===== src/rtl/tpmv_pkg.sv =====
// tpmv_pkg: shared types and codes for the triangular packed matrix-vector unit
// used by tpmv_cell, tpmv_mac and triangular_packed_matvec
`default_nettype none
package tpmv_pkg;
	localparam int CMD_W = 2;
	localparam int INDEX_W = 12;
	localparam int ELEMENT_W = 6;
	localparam int ORDER_W = 7;
	localparam int CFG_IDX_W = 2;

	typedef enum logic [CMD_W-1:0] {
		CMD_LOAD_MATRIX = 2'd0,
		CMD_LOAD_VECTOR = 2'd1,
		CMD_RUN         = 2'd2,
		CMD_NONE        = 2'd3
	} tpmv_cmd_t;

	typedef enum logic [CFG_IDX_W-1:0] {
		REG_UPPER      = 2'd0,
		REG_TRANSPOSED = 2'd1,
		REG_UNIT_DIAG  = 2'd2,
		REG_ORDER      = 2'd3
	} tpmv_reg_t;

	typedef struct packed {
		logic load;
		logic rotate;
		logic copy;
		logic shift;
	} tpmv_cell_ctl_t;
endpackage
`default_nettype wire


===== src/rtl/tpmv_cell.sv =====
// tpmv_cell: one vector cell holding an operand element and a result element
// depends on tpmv_pkg
`default_nettype none
module tpmv_cell #(
	parameter int VALUE_WIDTH = 32
) (
	input  wire logic                   clk,
	input  wire tpmv_pkg::tpmv_cell_ctl_t ctl,
	input  wire logic [VALUE_WIDTH-1:0] load_value,
	input  wire logic [VALUE_WIDTH-1:0] x_in,
	input  wire logic [VALUE_WIDTH-1:0] r_in,
	output logic      [VALUE_WIDTH-1:0] x_out,
	output logic      [VALUE_WIDTH-1:0] r_out
);
	import tpmv_pkg::*;

	logic [VALUE_WIDTH-1:0] x_q;
	logic [VALUE_WIDTH-1:0] r_q;

	always_ff @(posedge clk) begin
		if (ctl.load) begin
			x_q <= load_value;
		end else if (ctl.rotate) begin
			x_q <= x_in;
		end else if (ctl.copy) begin
			x_q <= r_q;
		end
		if (ctl.shift) begin
			r_q <= r_in;
		end
	end

	assign x_out = x_q;
	assign r_out = r_q;
endmodule
`default_nettype wire


===== config.mk =====
export PLATFORM = sky130hd
export DESIGN_NAME = tpmv_cell
export DESIGN_NICKNAME = d
export VERILOG_FILES = /design/src/rtl/tpmv_pkg.sv /design/src/rtl/tpmv_cell.sv
export SDC_FILE = /design/constraint.sdc
export NUM_CORES = 1
export LEC_CHECK = 0
export ABC_CLOCK_PERIOD_IN_PS = 1690
export BUFFER_PORTS_ARGS = -buffer_cell sky130_fd_sc_hd__buf_2
export CORE_UTILIZATION = 42
export DETAILED_ROUTE_END_ITERATION = 6
export PLACE_DENSITY = 0.81
export SYNTH_ARGS = -nofsm -noshare
export SYNTH_HDL_FRONTEND = slang
export SYNTH_SLANG_ARGS = --single-unit

===== constraint.sdc =====
create_clock -name clk -period 1.69 [get_ports clk]
set_input_delay 0.169 -clock clk [delete_from_list [all_inputs] [get_ports clk]]
set_output_delay 0.169 -clock clk [all_outputs]
set_load 0.02 [all_outputs]

==> out/qor.yml <==
global_routing:
  grt_pass1_wl_mm: 8.88
  antenna_found_initial: 0
  grt-busiest-layer: "met2"
  grt_max_degree: 39
  grtUsageTotal_pct: 19.3
  grt_util_met2_pct: 35.3
  grtUsageMet3_pct: 6.85
  grt_remaining_overflow: 0
  grt_pass1_vias: 1957
  met1_usage_pct: 19.2
place:
  dpl_worst_slack_ns: 0.480
  gp_congestion: 0.733
  portBuffers: 164
  hpwl_mm: 4.58
route:
  num_vias: 2098
  route.antenna.remaining_nets: 0
  viasPerCell: 4.70
  wl_mm: 6.55
  first_iter_violations: 48
  dr.pass1.iters: 4
  post_drt_wl_per_cell_um: 14.7
  drc_errors: 0
synthesis:
  synth_top_area_share_pct: 73.0
  synthesis.area_um2: 2630
  avgSynthCellArea_um2: 15.3
  synth_nets: 273
  synthCells: 172
  synth_cell_type_count: 10
  synth_warnings: 0
  synth.largest_area_cell: "edfxtp_1"
  synth-seq-cells: 64
  ys_seq_area_share_pct: 73.0
  synth_area_leaders: "edfxtp_1 73%, mux2i_1 12%, o21ai_1 5.7%"
power:
  peakVddDrop_v: 0.000635
  power_density_nw_per_um2: 949
  total_power_mw: 3.71
  p_leak_nw: 1.83
critical_path:
  critical-path-top-delay-family: "flip-flops"
  cp_data_arrival_time_ns: 0.94
  cpMaxStageDelayCell: "edfxtp_1"
  max_stage_delay_ns: 0.43
  worstPathRequired_ns: 1.52
  crit_type: "reg2out"
  cp-start-kind: "register"
  critPathBufInv: 1
  crit_fanout: 2
  cp-end-kind: "primary output"
  cp_cell_sequence: "buf_2"
run_status:
  outcome: "complete, no violations"
floorplanning:
  die_w_um: 81.2
  initial_utilization_pct: 44.0
  fp.dieH_um: 81.2
  dieArea_um2: 6590
  rows: 28
  core_um2: 5990
  io_pins: 165
sta:
  setup_viol: 0
  fin_crit_sh_pct: 65.8
  timing.final.crit_period_ns: 1.11
  rsz0062_at_grt: "no"
  fmax_mhz: 899
  hold_ws_ns: 0.0161
  skew_ns: 0.00736
  slew-limit-headroom_pct: 75.6
  fin_ws_ns: 0.578
  tightest_slew_ns: 0.367
  finalHoldViolCount: 0
  drv_slew: 0
  setup-tns-final_ns: 0
layout:
  nets: 467
  diodes: 0
  utilization_pct: 65.2
  fill_cells: 463
  area_delta_synth_final_pct: 48.4
  seq_area_um2: 1920
  multi_input_area_um2: 607
  drive_gt1_share_pct: 49.3
cts:
  clk_pin_slew_ns: 0.07
  clockBufferDepth: 2
  cts_tree: "yes"
  clkSinkCount: 64
  clkLatencyLatePin_ns: 0.33
  cts-root-buf: "clkbuf_8"
  cts_resized: 0
  cts.htree.levels: 3
  numCtsBuffers: 9
hold_path:
  hold_path_class: "in2reg"
run:
  maxCapViolCount: 0
[final cells by class]
type / count / share of cell area [%]
clock inverters: 5 / 0.608
clock buffers: 11 / 3.36
well taps: 75 / 2.40
multi-input cells: 97 / 15.5
flip-flops and latches: 64 / 49.2
repair buffers: 194 / 28.9
[logic make-up after synthesis]
logic type | after synthesis | share of synthesized area, %
and+or+nand+nor | 33 | 4.80
DFF | 64 | 73.0
AOI/OAI and AO/OA | 32 | 6.08
muxes | 32 | 12.2
buffers and inverters | 11 | 3.99
[cell usage in the layout, fill, tap and decap left out]
master         count
mux2i_1           32
o21ai_0            2
clkbuf_8           9
edfxtp_1          64
buf_12             2
clkinv_1           1
o21ai_1           30
clkinv_2           4
dlygate4sd3_1     24
or3_1              1
clkbuf_1           2
buf_4              4
buf_2            164
nand2_1           32
[where the power goes]
| group | leakage, nW | internal, mW | switching (mW) |
|---|---|---|---|
| sequential | 0.653 | 1.92 | 0.0539 |
| clock | 0.0843 | 0.517 | 0.539 |
| combinational | 1.09 | 0.289 | 0.393 |
[per-layer routing]
layer | part of all wire [%] | up-vias
li1 | - | 1030
met1 | 37 | 955
met2 | 54 | 98
met3 | 6.2 | 15
met4 | 2.3 | 0
met5 | 0 | -
[through the flow]
stage | std cells | instance area (µm²)
final | 446 | 3910
after global placement | 406 | 3510
after floorplan | 172 | 2630
after CTS | 427 | 3720
after global routing | 446 | 3910
after detailed placement | 406 | 3510
[registers in the layout (all words and copies together) (netlist names)]
signal  count
r_out      32
x_out      32
[path summary, 6_finish.rpt]
check	from	to	slack [ns]	cells after the start
setup / recovery	r_out[5]	r_out[5]	0.58	1
hold / removal	r_in[0]	r_out[0]	0.02	1
setup reg to reg	r_out[7]	x_out[7]	0.74	2
hold reg to reg	r_out[15]	x_out[15]	0.63	2
[timing repair]
| action | in CTS | in global routing |
|---|---|---|
| endpoints found under the hold margin | 5 | 19 |
| hold buffers | 5 | 19 |
| setup endpoints to repair | 0 | 0 |
| setup buffers | 0 | 0 |
[cell usage after synthesis, drive strengths merged]
master,number
or3,1
buf,10
o21ai,32
clkbuf,1
nand2,32
edfxtp,64
mux2i,32
Power figures use the tool's default switching activity.
