[src/rtl/tpmv_pkg.sv]
// tpmv_pkg: shared types and codes for the triangular packed matrix-vector unit
// used by tpmv_cell, tpmv_mac and triangular_packed_matvec
`default_nettype none
package tpmv_pkg;
	localparam int CMD_W = 2;
	localparam int INDEX_W = 12;
	localparam int ELEMENT_W = 6;
	localparam int ORDER_W = 7;
	localparam int CFG_IDX_W = 2;

	typedef enum logic [CMD_W-1:0] {
		CMD_LOAD_MATRIX = 2'd0,
		CMD_LOAD_VECTOR = 2'd1,
		CMD_RUN         = 2'd2,
		CMD_NONE        = 2'd3
	} tpmv_cmd_t;

	typedef enum logic [CFG_IDX_W-1:0] {
		REG_UPPER      = 2'd0,
		REG_TRANSPOSED = 2'd1,
		REG_UNIT_DIAG  = 2'd2,
		REG_ORDER      = 2'd3
	} tpmv_reg_t;

	typedef struct packed {
		logic load;
		logic rotate;
		logic copy;
		logic shift;
	} tpmv_cell_ctl_t;
endpackage
`default_nettype wire

[src/rtl/tpmv_mac.sv]
// tpmv_mac: multiply, wide accumulate, truncate and saturate one row at a time
// depends on tpmv_pkg
`default_nettype none
module tpmv_mac #(
	parameter int VALUE_WIDTH   = 32,
	parameter int FRACTION_BITS = 24
) (
	input  wire logic                   clk,
	input  wire logic                   arst_n,
	input  wire logic                   valid_s1,
	input  wire logic                   inside_s1,
	input  wire logic                   unit_s1,
	input  wire logic                   first_s1,
	input  wire logic                   last_s1,
	input  wire logic [VALUE_WIDTH-1:0] a_s1,
	input  wire logic [VALUE_WIDTH-1:0] x_s1,
	output logic                        push,
	output logic      [VALUE_WIDTH-1:0] result
);
	import tpmv_pkg::*;

	localparam int PW = 2 * VALUE_WIDTH;
	localparam int ACC_W = PW + 11;

	logic signed [PW-1:0] prod;
	logic [ACC_W-1:0] xext;
	logic [ACC_W-1:0] term_s2;
	logic valid_s2, first_s2, last_s2;
	logic [ACC_W-1:0] acc_q;
	logic [ACC_W-1:0] acc_next;
	logic [ACC_W-1:0] sum_s3;
	logic push_s3;
	logic [ACC_W-1:0] shr;
	logic [ACC_W-VALUE_WIDTH:0] hi;

	assign prod = $signed(a_s1) * $signed(x_s1);
	assign xext = {{(ACC_W-VALUE_WIDTH){x_s1[VALUE_WIDTH-1]}}, x_s1};

	always_ff @(posedge clk) begin
		if (!inside_s1) begin
			term_s2 <= '0;
		end else if (unit_s1) begin
			term_s2 <= xext << FRACTION_BITS;
		end else begin
			term_s2 <= {{(ACC_W-PW){prod[PW-1]}}, prod};
		end
		first_s2 <= first_s1;
		last_s2 <= last_s1;
		acc_q <= acc_next;
		sum_s3 <= acc_next;
	end

	assign acc_next = (first_s2 ? '0 : acc_q) + term_s2;

	always_ff @(posedge clk or negedge arst_n) begin
		if (!arst_n) begin
			valid_s2 <= 1'b0;
			push_s3 <= 1'b0;
		end else begin
			valid_s2 <= valid_s1;
			push_s3 <= valid_s2 & last_s2;
		end
	end

	assign shr = $signed(sum_s3) >>> FRACTION_BITS;
	assign hi = shr[ACC_W-1:VALUE_WIDTH-1];

	always_comb begin
		if ((&hi) || !(|hi)) begin
			result = shr[VALUE_WIDTH-1:0];
		end else if (shr[ACC_W-1]) begin
			result = {1'b1, {(VALUE_WIDTH-1){1'b0}}};
		end else begin
			result = {1'b0, {(VALUE_WIDTH-1){1'b1}}};
		end
	end

	assign push = push_s3;
endmodule
`default_nettype wire

[config.mk]
export PLATFORM = sky130hd
export DESIGN_NAME = tpmv_mac
export DESIGN_NICKNAME = d
export VERILOG_FILES = /design/src/rtl/tpmv_pkg.sv /design/src/rtl/tpmv_mac.sv
export SDC_FILE = /design/constraint.sdc
export NUM_CORES = 2
export LEC_CHECK = 0
export ABC_AREA = 1
export BUFFER_PORTS_ARGS = -buffer_cell sky130_fd_sc_hd__buf_2
export CAP_MARGIN = 25
export CORE_UTILIZATION = 36
export DETAILED_ROUTE_END_ITERATION = 16
export SKIP_LAST_GASP = 1
export SLEW_MARGIN = 20
export SYNTH_ARGS = -nofsm -noshare
export SYNTH_HDL_FRONTEND = slang
export SYNTH_SLANG_ARGS = --single-unit
[constraint.sdc]
create_clock -name clk -period 3.3 [get_ports clk]
set_input_delay 0.66 -clock clk [delete_from_list [all_inputs] [get_ports clk]]
set_output_delay 0.66 -clock clk [all_outputs]
set_load 0.05 [all_outputs]
==> results.json <==
{
  "clk_pin_slew_ps": 70,
  "slew_headroom_pct": 38.3,
  "drt_first_pass_iters": 5,
  "die_h_um": 370,
  "finalInstanceArea_um2": 62600,
  "critPathRequiredTime_ps": 3700,
  "final_common_cell": "inv_1",
  "drt-initial-drc-count": 3326,
  "worstPathMaxFanout": 6,
  "insertion_delay_ps": 480,
  "wirelength_um": 173000,
  "portBuffers": 103,
  "ant_nets": 0,
  "outcome": "finished, violations left",
  "nets": 8679,
  "endpoint_kind": "register",
  "cts.sinks": 143,
  "antenna_found_initial": 2,
  "hold_path_class": "primary input to register",
  "place_congestion": 0.989,
  "syn2layout_area_growth_pct": 28.2,
  "finalMaxSlewViolations": 0,
  "htreeDepth": 4,
  "pin_count": 104,
  "finalWorstSetupSlack_ps": -3770,
  "vias": 43600,
  "cts_root_buf": "clkbuf_16",
  "dieArea_um2": 137000,
  "coreArea_um2": 134000,
  "grt_max_degree": 52,
  "violations": "negative setup slack",
  "rows": 134,
  "synth_area_um2": 48800,
  "setup_violations": 91,
  "synth-edff-count": 0,
  "start_util_pct": 36.4,
  "grt_pass1_vias": 46200,
  "drcViolationCount": 0,
  "min_path_cells": 1,
  "clockBufferDepth": 2,
  "routedWlPerCell_um": 19.1,
  "rr_worst_depth": 12,
  "gr-total-overflow": 0,
  "pre_cts_ws_ps": -4570,
  "final_cell_mix": "1811 x inv_1, 1476 x nand2_1, 999 x fa_1",
  "viasPerCell": 4.82,
  "die_w_um": 370,
  "grt_setup_unrepaired": "true",
  "asyncSetResetFlopFracSynth_pct": 1.40,
  "placed_area_um2": 57400,
  "dp_hpwl_um": 146000,
  "start_kind": "primary input",
  "track_usage_pct": 25.7,
  "ys_ff_latch": 143,
  "worstPathArrival_ps": 7470,
  "period_needed_ps": 7070,
  "synth.distinct_cells": 49,
  "drive_gt1_share_pct": 22.2,
  "synth_top_flop_cell": "dfxtp_1",
  "cts_tree": "done",
  "synth_nets": 8042,
  "crit_type": "primary input to register",
  "synth_cells": 6630,
  "clock_skew_ps": 25.1,
  "numCtsBuffers": 17,
  "min_period_over_period_pct": 214,
  "seq_area_frac_synth_pct": 5.88,
  "ys_warn_count": 0,
  "grt_pass1_wl_um": 269000,
  "fmax_mhz": 141,
  "tightestPinTransition_ps": 916,
  "avgSynthCellArea_um2": 7.36,
  "maxCapViolCount": 0,
  "hold_viol": 0
}
[metrics by stage]
stage,std cells,utilization [%],hold WS (ps),setup TNS (ps)
2_1_floorplan,6630,-,364,-172960
5_1_grt,9048,46.7,266,-200800
4_1_cts,8994,45.7,266,-182250
3_3_place_gp,8853,42.9,399,-227120
3_5_place_dp,8853,42.9,416,-228160
6_report,9049,46.7,288,-192800
[final timing paths]
| check | from | endpoint | slack [ps] |
|---|---|---|---|
| min in group asynchronous | arst_n | push | 500 |
| worst min register to register | last_s2 | push | 420 |
| max in group asynchronous | arst_n | valid_s2 | 2710 |
| worst max-delay path | a_s1[31] | term_s2[58] | -3770 |
| worst max register to register | first_s2 | sum_s3[57] | 170 |
| worst min-delay path | last_s1 | last_s2 | 290 |
[cell families (layout without fill, tap and decap cells)]
family | Yosys count | count (layout) | synth area share [%]
compound gates | 512 | 512 | 5.69
other cells | 0 | 1 | 0
flops | 143 | 143 | 5.88
simple gates | 2398 | 2398 | 19.6
fa+ha+maj | 1341 | 1341 | 51.0
xor+xnor | 60 | 60 | 1.08
buf+inv | 2176 | 2826 | 16.7
[flip-flops by register name, summed over array words and instances, names as in the netlist]
name	count
term_s2	64
sum_s3	75
first_s2	1
push	1
valid_s2	1
last_s2	1
[cell usage after synthesis, types with 11 or more instances]
library cell  count  area (um^2)
inv_1          1919         7200
nand2_1        1645         6170
fa_1           1083        21700
nor2_1          479         1800
ha_1            258         3230
a21oi_1         243         1220
clkbuf_1        242          908
o21ai_0         186          931
dfxtp_1         141         2820
nand3_1         135          676
xor2_1           48          420
nand4_1          40          250
nor3_1           26          130
o21bai_1         26          195
nand2_2          17          106
xnor2_1          12          105
a21o_1           11         82.6
nor2_2           11         68.8
[critical path: stages]
cell and delay, ps:
buf_12 120, buf_12 140, nand2_4 50, inv_2 30, fa_1 580, fa_2 480, fa_2 740, buf_4 160
buf_6 90, buf_4 90, fa_1 420, fa_1 500, fa_1 560, fa_1 460, fa_1 550, ha_4 230
a21oi_1 230, buf_4 160, o21ai_0 110, a21oi_2 200, nand2_2 130, buf_4 160, a21oi_2 190, nand2_1 80
nand2_1 70, nand3_2 80, a21oi_2 160
[layer usage]
| layer | up-vias | GRT usage, % | share of wire, % |
|---|---|---|---|
| li1 | 20200 | - | - |
| met1 | 22000 | 36.3 | 45 |
| met2 | 1303 | 43.0 | 47 |
| met3 | 184 | 2.50 | 6.1 |
| met4 | 0 | 4.60 | 1.9 |
| met5 | - | 0 | 0 |
[repair_timing]
item / CTS / global route
cloned: 17 / 6
gates resized for setup: 563 / 258
buffers inserted: 93 / 51
endpoints found under the hold margin: 2 / 0
hold buffers: 1 / 0
pin swaps: 259 / 218
setup endpoints to repair: 91 / 91
[area by class of cell]
| cell class | instances | area [um^2] |
|---|---|---|
| fill | 13100 | 71400 |
| multi-input combinational | 4311 | 41000 |
| timing repair buffer | 868 | 8670 |
| inverter | 1926 | 7250 |
| sequential | 143 | 2870 |
| tap | 1768 | 2210 |
| clock buffer | 17 | 425 |
| clock inverter | 15 | 141 |
| antenna | 1 | 2.50 |
Power is left out: the tool's default activity adds up to more than one toggle a clock period on the data nets, which glitch-free logic cannot reach.
